**src/rtl/core/fwna_pkg.sv**
```systemverilog
// Package for the fixed-width number to ASCII block.
// Format codes, character constants and controller/datapath interface structs.
// No dependencies.
`timescale 1ns / 1ps

package fwna_pkg;

  localparam logic [1:0] FMT_UDEC = 2'd0;
  localparam logic [1:0] FMT_SDEC = 2'd1;
  localparam logic [1:0] FMT_HEX  = 2'd2;
  localparam logic [1:0] FMT_BIN  = 2'd3;

  localparam logic [6:0] CHAR_ZERO  = 7'h30;
  localparam logic [6:0] CHAR_UA    = 7'h41;
  localparam logic [6:0] CHAR_PLUS  = 7'h2B;
  localparam logic [6:0] CHAR_MINUS = 7'h2D;

  localparam logic [5:0] MAX_DIGITS  = 6'd32;
  localparam int         DEC_DIGITS  = 10;
  localparam logic [5:0] DEC_LIMIT   = 6'd10;
  localparam logic [5:0] HEX_LIMIT   = 6'd8;
  localparam logic [4:0] CONV_LAST   = 5'd31;

  typedef struct packed {
    logic load;       // capture the input item
    logic conv_step;  // one double-dabble iteration
    logic emit_step;  // load next character into the output register
  } fwna_cmd_t;

  typedef struct packed {
    logic in_decimal; // input item is a decimal format
    logic conv_last;  // final conversion iteration
    logic remaining;  // characters still to be emitted
    logic out_free;   // output register can take a character
  } fwna_status_t;

endpackage

```
**src/rtl/core/fwna_ctrl.sv**
```systemverilog
// Controller for the fixed-width number to ASCII block.
// Sequences capture, binary-to-BCD conversion and character emission.
// Depends on fwna_pkg.
`timescale 1ns / 1ps

module fwna_ctrl
  import fwna_pkg::*;
(
  input  logic         clk,
  input  logic         rst,
  input  logic         in_valid,
  output logic         in_ready,
  input  fwna_status_t status,
  output fwna_cmd_t    cmd
);

  typedef enum logic [2:0] {
    ST_IDLE = 3'b001,
    ST_CONV = 3'b010,
    ST_EMIT = 3'b100
  } state_t;

  state_t state, state_next;

  always_ff @(posedge clk) begin
    if (rst) begin
      state <= ST_IDLE;
    end else begin
      state <= state_next;
    end
  end

  always_comb begin
    state_next = state;
    cmd        = '0;
    in_ready   = 1'b0;
    case (state)
      ST_IDLE: begin
        in_ready = 1'b1;
        if (in_valid) begin
          cmd.load   = 1'b1;
          state_next = status.in_decimal ? ST_CONV : ST_EMIT;
        end
      end
      ST_CONV: begin
        cmd.conv_step = 1'b1;
        if (status.conv_last) begin
          state_next = ST_EMIT;
        end
      end
      ST_EMIT: begin
        if (!status.remaining) begin
          state_next = ST_IDLE;
        end else if (status.out_free) begin
          cmd.emit_step = 1'b1;
        end
      end
      default: begin
        state_next = ST_IDLE;
      end
    endcase
  end

endmodule

```
**src/rtl/core/fwna_datapath.sv**
```systemverilog
// Datapath for the fixed-width number to ASCII block.
// Item registers, shift-add-3 BCD converter, digit select and output register.
// Depends on fwna_pkg.
`timescale 1ns / 1ps

module fwna_datapath
  import fwna_pkg::*;
(
  input  logic         clk,
  input  logic         rst,
  input  logic [1:0]   cmd,
  input  logic [31:0]  number,
  input  logic [5:0]   digit_count,
  input  logic [2:0]   line,
  input  logic [4:0]   column,
  input  fwna_cmd_t    ctl,
  output fwna_status_t status,
  output logic         out_valid,
  input  logic         out_ready,
  output logic [2:0]   out_line,
  output logic [5:0]   out_column,
  output logic [6:0]   char_code,
  output logic         last
);

  logic [1:0]  mode;
  logic [31:0] mag;
  logic [3:0]  bcd [DEC_DIGITS];
  logic [5:0]  len;
  logic [2:0]  line_r;
  logic [4:0]  col;
  logic [5:0]  idx;
  logic [4:0]  cnt;
  logic        sign_pending;
  logic        sign_neg;

  logic [3:0]  bcd_adj [DEC_DIGITS];
  logic [5:0]  pos;
  logic [3:0]  digit;
  logic [6:0]  ch;
  logic [5:0]  ch_col;
  logic        ch_last;
  logic        is_signed;

  assign is_signed = (mode == FMT_SDEC);

  always_comb begin
    for (int k = 0; k < DEC_DIGITS; k++) begin
      bcd_adj[k] = (bcd[k] >= 4'd5) ? bcd[k] + 4'd3 : bcd[k];
    end
  end

  always_ff @(posedge clk) begin
    if (ctl.load) begin
      mode   <= cmd;
      len    <= (digit_count > MAX_DIGITS) ? MAX_DIGITS : digit_count;
      line_r <= line;
      col    <= column;
      if (cmd == FMT_SDEC && number[31]) begin
        mag <= 32'd0 - number;
      end else begin
        mag <= number;
      end
      sign_neg <= number[31];
      for (int k = 0; k < DEC_DIGITS; k++) begin
        bcd[k] <= 4'd0;
      end
    end else if (ctl.conv_step) begin
      // shift the adjusted BCD left by one, bringing in the next magnitude bit
      bcd[0] <= {bcd_adj[0][2:0], mag[31]};
      for (int k = 1; k < DEC_DIGITS; k++) begin
        bcd[k] <= {bcd_adj[k][2:0], bcd_adj[k-1][3]};
      end
      mag <= {mag[30:0], 1'b0};
    end
  end

  always_ff @(posedge clk) begin
    if (rst) begin
      cnt          <= '0;
      idx          <= '0;
      sign_pending <= 1'b0;
    end else if (ctl.load) begin
      cnt          <= '0;
      idx          <= '0;
      sign_pending <= (cmd == FMT_SDEC);
    end else begin
      if (ctl.conv_step) begin
        cnt <= cnt + 5'd1;
      end
      if (ctl.emit_step) begin
        if (sign_pending) begin
          sign_pending <= 1'b0;
        end else begin
          idx <= idx + 6'd1;
        end
      end
    end
  end

  // digit position counted from the least significant end
  assign pos = len - idx - 6'd1;

  always_comb begin
    case (mode)
      FMT_HEX: digit = (pos < HEX_LIMIT) ? mag[{pos[2:0], 2'b00} +: 4] : 4'd0;
      FMT_BIN: digit = {3'd0, mag[pos[4:0]]};
      default: digit = (pos < DEC_LIMIT) ? bcd[pos[3:0]] : 4'd0;
    endcase
  end

  always_comb begin
    if (sign_pending) begin
      ch      = sign_neg ? CHAR_MINUS : CHAR_PLUS;
      ch_col  = {1'b0, col};
      ch_last = (len == 6'd0);
    end else begin
      ch      = (digit < 4'd10) ? CHAR_ZERO + {3'd0, digit}
                                : CHAR_UA + {3'd0, digit} - 7'd10;
      ch_col  = {1'b0, col} + idx + {5'd0, is_signed};
      ch_last = (idx + 6'd1 == len);
    end
  end

  always_ff @(posedge clk) begin
    if (rst) begin
      out_valid <= 1'b0;
    end else if (ctl.emit_step) begin
      out_valid <= 1'b1;
    end else if (out_ready) begin
      out_valid <= 1'b0;
    end
  end

  always_ff @(posedge clk) begin
    if (ctl.emit_step) begin
      out_line   <= line_r;
      out_column <= ch_col;
      char_code  <= ch;
      last       <= ch_last;
    end
  end

  assign status.in_decimal = (cmd == FMT_UDEC) || (cmd == FMT_SDEC);
  assign status.conv_last  = (cnt == CONV_LAST);
  assign status.remaining  = sign_pending || (idx != len);
  assign status.out_free   = !out_valid || out_ready;

endmodule

```
**src/rtl/core/fixed_width_number_to_ascii.sv**
```systemverilog
// Top level of the fixed-width number to ASCII block.
// Joins the controller and the datapath. Depends on fwna_pkg, fwna_ctrl,
// fwna_datapath.
//
// Input channel (in_valid/in_ready): one item holds a format code, a 32-bit
// number, a digit count, a text line and a start column.
// Output channel (out_valid/out_ready): one item per character, most
// significant digit first, each with its line and column; last marks the
// final character. Signed decimal leads with '+' or '-'.
// Timing: an item is taken only when the block is idle. Decimal formats pass
// through the shift-add-3 BCD converter one magnitude bit per cycle; hex and
// binary skip it. Characters then leave at one per cycle while the receiver
// keeps out_ready high. The next item is taken only after every character of
// the last one (sign included) has entered the output register. A digit
// count of zero gives no characters, except the sign in signed decimal.
// A stalled receiver holds the current character and pauses emission; the
// next item is accepted while the final character still waits.
// Reset (rst, synchronous) empties the output register and returns to idle.
`timescale 1ns / 1ps

module fixed_width_number_to_ascii
  import fwna_pkg::*;
(
  input  logic        clk,
  input  logic        rst,
  input  logic        in_valid,
  output logic        in_ready,
  input  logic [1:0]  cmd,
  input  logic [31:0] number,
  input  logic [5:0]  digit_count,
  input  logic [2:0]  line,
  input  logic [4:0]  column,
  output logic        out_valid,
  input  logic        out_ready,
  output logic [2:0]  out_line,
  output logic [5:0]  out_column,
  output logic [6:0]  char_code,
  output logic        last
);

  fwna_cmd_t    ctl;
  fwna_status_t status;

  fwna_ctrl u_ctrl (
    .clk      (clk),
    .rst      (rst),
    .in_valid (in_valid),
    .in_ready (in_ready),
    .status   (status),
    .cmd      (ctl)
  );

  fwna_datapath u_datapath (
    .clk         (clk),
    .rst         (rst),
    .cmd         (cmd),
    .number      (number),
    .digit_count (digit_count),
    .line        (line),
    .column      (column),
    .ctl         (ctl),
    .status      (status),
    .out_valid   (out_valid),
    .out_ready   (out_ready),
    .out_line    (out_line),
    .out_column  (out_column),
    .char_code   (char_code),
    .last        (last)
  );

endmodule

```
**config.mk**
```make
export PLATFORM = sky130hd
export DESIGN_NAME = fixed_width_number_to_ascii
export DESIGN_NICKNAME = d
export VERILOG_FILES = /design/src/rtl/core/fwna_pkg.sv /design/src/rtl/core/fwna_ctrl.sv /design/src/rtl/core/fwna_datapath.sv /design/src/rtl/core/fixed_width_number_to_ascii.sv
export SDC_FILE = /design/constraint.sdc
export NUM_CORES = 1
export LEC_CHECK = 0
export ABC_AREA = 1
export BUFFER_PORTS_ARGS = -buffer_cell sky130_fd_sc_hd__buf_2
export CAP_MARGIN = 20
export CORE_MARGIN = 10
export CORE_UTILIZATION = 35
export CTS_BUF_LIST = sky130_fd_sc_hd__clkbuf_16
export DETAILED_ROUTE_END_ITERATION = 6
export HOLD_SLACK_MARGIN = 0.08
export SLEW_MARGIN = 20
export SYNTH_ARGS = -nofsm -noshare
export SYNTH_HDL_FRONTEND = slang
export SYNTH_HIERARCHICAL = 1
export SYNTH_SLANG_ARGS = --single-unit
```
**constraint.sdc**
```tcl
create_clock -name clk -period 12.39 [get_ports clk]
set_input_delay 2.478 -clock clk [delete_from_list [all_inputs] [get_ports clk]]
set_output_delay 2.478 -clock clk [all_outputs]
set_load 0.02 [all_outputs]
```
# After elaboration in Yosys (flattened, before gate mapping)
# Memories as Yosys holds them, arrays and structs flattened.
# Index checks and enable logic that the tools add are counted.
dict set report word_totals {
  memories 1
  reg_bits 82
  output_inout_bits 19
  mem_bits_rw 40
  in_bits 52
}
# memory depth width read_ports rd_ports_with_merged_regs wr line_no
set memory_table {}
lappend memory_table {u_datapath.bcd 10 4 11 0 10 fwna_datapath.sv:28} ;# logic [3:0] bcd [DEC_DIGITS];
dict set report classes {
  n_mux 54
  n_shift 1
  n_eq_ne 13
  magnitude_cmp 15
  addsub 20
  n_reduce_logical 13
  n_bitwise 11
}
# operator n
set ops {}
lappend ops {{two-way mux 32 bit} 3}
lappend ops {{two-way mux 4 bit} 21}
lappend ops {{greater-or-equal comparator 4 x 3 -> 1 bit (second input constant)} 10}
lappend ops {{adder 4 x 2 -> 4 bit (second input constant)} 9}
lappend ops {{indexed part select 32 x 6 -> 4 bit} 1}
lappend ops {{subtractor 1 x 32 -> 32 bit (first input constant)} 1}
lappend ops {{two-way mux 1 bit} 18}
lappend ops {{two-way mux 3 bit} 6}
lappend ops {{two-way mux 7 bit} 2}
lappend ops {{< comparator 6 x 4 -> 1 bit (second input constant)} 2}
lappend ops {{OR 1 bit} 10}
lappend ops {{one-hot mux 3 bit (3 select lines)} 1}
lappend ops {{one-hot mux 4 bit (2 select lines)} 1}
lappend ops {{adder 6 x 4 -> 7 bit (first input constant)} 1}
lappend ops {{adder 7 x 4 -> 7 bit (first input constant)} 1}
lappend ops {{subtractor 7 x 4 -> 7 bit (second input constant)} 1}
lappend ops {{adder 5 x 6 -> 6 bit} 1}
lappend ops {{adder 6 x 1 -> 6 bit} 1}
lappend ops {{adder 6 x 1 -> 6 bit (second input constant)} 1}
lappend ops {{== test 6 bit} 1}
lappend ops {{greater-than comparator 6 bit (second input constant)} 1}
lappend ops {{zero test 6 bit} 1}
lappend ops {{< comparator 5 x 6 -> 1 bit (second input constant)} 1}
lappend ops {{inequality test 2 bit (second input constant)} 3}
lappend ops {{23 further kinds} 29}

# Longest topological paths before layout
dict set report logic_depth {
  word_depth 9
  depth_mapped 22
}

# Hierarchy
# The synthesis kept the hierarchy.
# mod n_inst area_each_um2 seq_area_each_um2 cells_each
set by_module_without_submodules {}
lappend by_module_without_submodules {fwna_datapath 1 7957.6 3443.3 984}
lappend by_module_without_submodules {fwna_ctrl 1 222.7 60.1 40}

# Least setup slack after synthesis
# Ideal clock, no wire load.
dict set report synth_timing {
  path_kind {input to register}
  start {input in_valid}
  end {memory u_datapath.bcd[0][0] (enable)}
  cell_stages 6
  setup_time_ns 0.432
  arrival_time_ns 5.457
  path_slack_ns 6.501
  t_required_ns 11.958
  path_cell_list {inv_1 -> nor2_1 -> clkbuf_1 -> inv_1 -> clkbuf_1 -> nand2_1}
}
# item line_no
set synth_lines {}
lappend synth_lines {{start: declaration} fixed_width_number_to_ascii.sv:26} ;# input logic in_valid,
lappend synth_lines {{end: declaration} fwna_datapath.sv:28}

# Final worst setup path
dict set report layout_timing {
  start {register u_datapath.idx[0]}
  end {register u_datapath.char_code[6] (data pin)}
}
dict set report layout_between {
  elab_chain_len 9
  elab_cells_between_ends 17
  cone_classes {5 x add/sub; 3 x order compare; 1 x shift; 7 x mux; 1 x memory}
}
# item line_no
set layout_lines {}
lappend layout_lines {{start: declaration} fwna_datapath.sv:32} ;# logic [5:0] idx;
lappend layout_lines {{start signal: assignment} fwna_datapath.sv:95} ;# idx <= idx + 6'd1;
lappend layout_lines {{subtractor 6 bit *} fwna_datapath.sv:102} ;# assign pos = len - idx - 6'd1;
lappend layout_lines {{subtractor 6 x 1 -> 6 bit *} fwna_datapath.sv:102}
lappend layout_lines {{indexed part select 32 x 6 -> 4 bit (tied with other cells)} fwna_datapath.sv:106} ;# FMT_HEX: digit = (pos < HEX_LIMIT) ? mag[{pos[2:0], 2'b00} +: 4] : 4'd0;
lappend layout_lines {{two-way mux 4 bit (tied with other cells)} fwna_datapath.sv:106}
lappend layout_lines {{one-hot mux 4 bit (2 select lines) *} fwna_datapath.sv:105} ;# case (mode)
lappend layout_lines {{adder 7 x 4 -> 7 bit} fwna_datapath.sv:119} ;# : CHAR_UA + {3'd0, digit} - 7'd10;
lappend layout_lines {{subtractor 7 x 4 -> 7 bit} fwna_datapath.sv:119}
lappend layout_lines {{two-way mux 7 bit *} fwna_datapath.sv:118} ;# ch = (digit < 4'd10) ? CHAR_ZERO + {3'd0, digit}
lappend layout_lines {{two-way mux 7 bit *} fwna_datapath.sv:113} ;# if (sign_pending) begin
lappend layout_lines {{end signal: assignment} fwna_datapath.sv:139} ;# char_code <= ch;
lappend layout_lines {{end: declaration} fwna_datapath.sv:22} ;# output logic [6:0] char_code,
# Every way passes the cells marked *; elsewhere a longest branch is shown, timed or not. The select of a mux whose other input is x is not followed.
# A chain may end at the register's enable or synchronous reset.

==> impl_metrics.ini <==
[worst_setup_path]
cp_max_fo = 27
crit_required_ns = 12.56
critical_path.endpoint = u_datapath/char_code[6]
r2r_cells = 18
reg2reg_from = u_datapath/idx[0]
path_class = reg2reg
r2r_setup_slack_ns = 8.00
cp_slowest_stage_delay_ns = 1.19
arrival_ns = 4.56
cp-startpoint = u_datapath/idx[0]
crit_slowest_cell = fa_1
reg2reg_to = u_datapath/char_code[6]
worstPathCellList = inv_1 -> ha_1 -> inv_1 -> fa_1 -> inv_1 -> o211ai_1 -> nand3_1 -> nand2_1 -> nand2_1 -> nand2_1 -> nand2_1 -> nand3_1 -> nand2_1 -> nand2_1 -> ha_1 -> inv_1 -> nor2_1 -> nor2_1
cp_common_cell = nand2_1
critPathLaunchType = flip-flop
cp-end-kind = flip-flop

[cts]
path_clk_slew_ns = 0.05
cts_buffers = 17
root_buffer = clkbuf_16
htreeDepth = 4
cts_num_sinks = 122
tritoncts = done
post_cts_resized = 0
clk_latency_ns = 0.43
cts_setup_buffers = 0
cts_buffer_depth = 2
hold_buffers = 0

[timing]
layout_min_cycle_time_ns = 4.39
hold_viol_final = 0
finalSetupTns_ns = 0
clock_skew_ns = 0.0114
worst_pin_slew_ns = 1.06
fmax_ghz = 0.228
slew_viol_final = 0
setup_viol = 0
whs_ns = 0.417
period_share_pct = 35.4
maxSlewHeadroom_pct = 29.0
rsz0062_at_grt = false

[logic_synthesis]
avgSynthCellArea_um2 = 7.99
yosys.area.top_type = edfxtp_1
synth_top_family_by_area = simple AND/OR/NAND/NOR gates
synthesis.nets = 1113
yosys-top-cells-count = nand2_1 (204), inv_1 (140), edfxtp_1 (106)
synth_top_area_share_pct = 38.9
synthTopCellsByArea = edfxtp_1 (39%), nand2_1 (9.4%), inv_1 (6.4%)
seq_area_frac_synth_pct = 42.8
yosys_most_used_dff = edfxtp_1
synth_area_um2 = 8180
synthAdderAreaFrac_pct = 5.93
synth_mux_area_share_pct = 0
yosys_warnings = 6
ys_ff_latch = 122
synth_edf_count = 106
synthDistinctLibCells = 47
synth_xor_area_share_pct = 3.18
synth_compound_area_share_pct = 14.2
syn_inst = 1024
async_flop_share_pct = 0
synthSimpleGateAreaFrac_pct = 25.0
yosysMostFrequentCell = nand2_1

[power_and_ir_drop]
max-vdd-ir-drop_mv = 0.115
comb_power_share_pct = 42.5
switching_power_mw = 0.878
leakage_nw = 4.04
power_density_nw_per_um2 = 224
swShare_pct = 41.8
p_int_mw = 1.22
clockPowerShare_pct = 22.0
seq_power_share_pct = 35.6

[routing]
vias = 6841
via_per_inst = 4.85
wl_per_cell_um = 13.8
drtIter0Drc = 486
finalWirelength_um = 19400
first_pass_iters = 5
antenna_left = 0
drc = 0

[floorplan]
die_y_um = 173
start_util_pct = 35.8
die_area_um2 = 29900
io_pins = 71
die_x_um = 173
rows = 55
core_area_um2 = 22800

[final_layout]
postLayoutCoreUtil_pct = 41.0
layout-drive-gt1-share_pct = 14.6
diodes = 0
syn_to_final_growth_pct = 14.4
nets = 1176
fill_cells = 2375

[flow_run]
maxCapViolations = 0

[global_routing]
antenna_found_initial = 0
grtUsageTotal_pct = 13.1
grt_overflow_total = 0
grt_pass1_wl_um = 32700
grt_pass1_vias = 6616
grt_max_degree = 73

[placed_design]
gp_congestion = 0.820
dpl.hpwl_um = 14200
portBuffers = 70

[hold_path]
hold_depth = 0
hold_class = reg2reg

[status]
status = completed
==> state kept, by name, summed over array words and instances (netlist names) <==
name and flops:
u_datapath/col 5, u_datapath/out_valid 1, u_datapath/sign_pending 1, u_datapath/line_r 3
u_datapath/mode 2, u_ctrl/state 3, u_datapath/out_line 3, u_datapath/char_code 7
u_datapath/last 1, u_datapath/out_column 6, u_datapath/len 6, u_datapath/cnt 5
u_datapath/bcd 40, u_datapath/sign_neg 1, u_datapath/idx 6, u_datapath/mag 32
==> worst min path at each step <==
stage,end,from
2_1_floorplan,u_datapath/out_line[0],u_datapath/line_r[0]
3_3_place_gp,u_datapath/out_line[2],u_datapath/line_r[2]
3_5_place_dp,u_datapath/out_line[2],u_datapath/line_r[2]
4_1_cts,u_datapath/out_line[2],u_datapath/line_r[2]
5_1_grt,u_datapath/out_line[2],u_datapath/line_r[2]
6_report,u_datapath/out_line[2],u_datapath/line_r[2]
==> cells in the final DEF (no fill, tap or decap), types with 3 or more instances in the layout <==
| cell | instances |
|---|---|
| o211ai_1 | 30 |
| nor2_1 | 93 |
| nand3b_1 | 3 |
| dfxtp_1 | 16 |
| edfxtp_1 | 106 |
| a21oi_1 | 60 |
| nand2_4 | 3 |
| nor2_2 | 7 |
| nand4_1 | 9 |
| nand2_2 | 10 |
| o21ai_0 | 89 |
| xor2_1 | 19 |
| or2_2 | 13 |
| a211oi_1 | 9 |
| nor3_1 | 17 |
| clkinv_2 | 4 |
| nor4_1 | 3 |
| clkbuf_16 | 17 |
| nand3_2 | 9 |
| ha_1 | 34 |
| clkinv_1 | 4 |
| o31ai_1 | 4 |
| inv_2 | 8 |
| nand3_1 | 70 |
| nand2_1 | 203 |
| xnor2_1 | 7 |
| buf_4 | 6 |
| fa_1 | 3 |
| nor2_4 | 3 |
| inv_1 | 142 |
| buf_2 | 70 |
| a31oi_1 | 5 |
==> worst max-delay path, delay by kind of cell, from the launching register on <==
| family | cells | cell delay, ns |
|---|---|---|
| AND/OR/NAND/NOR | 10 | 0.87 |
| buffers and inverters | 4 | 0.97 |
| AO/OA/AOI/OAI | 1 | 0.32 |
| adder cells (fa/ha/maj) | 3 | 1.64 |
| flip-flops | 1 | 0.32 |
==> kinds of logic (layout without fill, tap and decap cells) <==
group,count (synthesis),count (layout)
and+or+nand+nor,450,450
AOI/OAI and AO/OA,205,205
buffers and inverters,182,256
DFF,122,122
adders and majority gates,37,37
xor gates and xnor gates,28,28
==> power groups by stage <==
stage / clock (mW) / sequential [mW] / combinational, mW
6_report: 0.461 / 0.747 / 0.892
5_1_grt: 0.493 / 0.766 / 1.03
4_1_cts: 0.471 / 0.747 / 0.896
3_5_place_dp: 0 / 0.754 / 0.893
3_3_place_gp: 0 / 0.751 / 0.887
2_1_floorplan: 0 / 0.730 / 0.696
==> metrics by stage <==
stage          power (mW)  worst slack (ns)  instances  cell area [µm²]
2_1_floorplan        1.43              6.50       1024             8180
3_3_place_gp         1.64              7.70       1381             8820
3_5_place_dp         1.65              7.65       1381             8820
4_1_cts              2.11              8.02       1411             9360
5_1_grt              2.29              7.64       1411             9360
6_report             2.10              8.00       1411             9360
==> area by class of cell <==
class,instances,area [µm²],area share [%]
Timing Repair Buffer,76,395,4.23
Clock buffer,17,425,4.55
Tap cell,313,392,4.19
Sequential cell,122,3500,37.4
Inverter,150,566,6.04
Multi-Input combinational cell,720,3960,42.3
Clock inverter,13,114,1.22
==> per-layer routing <==
layer	track usage [%]	share of wire (%)	vias up
met3	2.83	4.1	23
met2	21.1	46	150
met1	17.0	48	3097
met4	4.38	1.6	0
li1	-	-	3571
met5	0	0	-
Power figures use the tool's default switching activity.
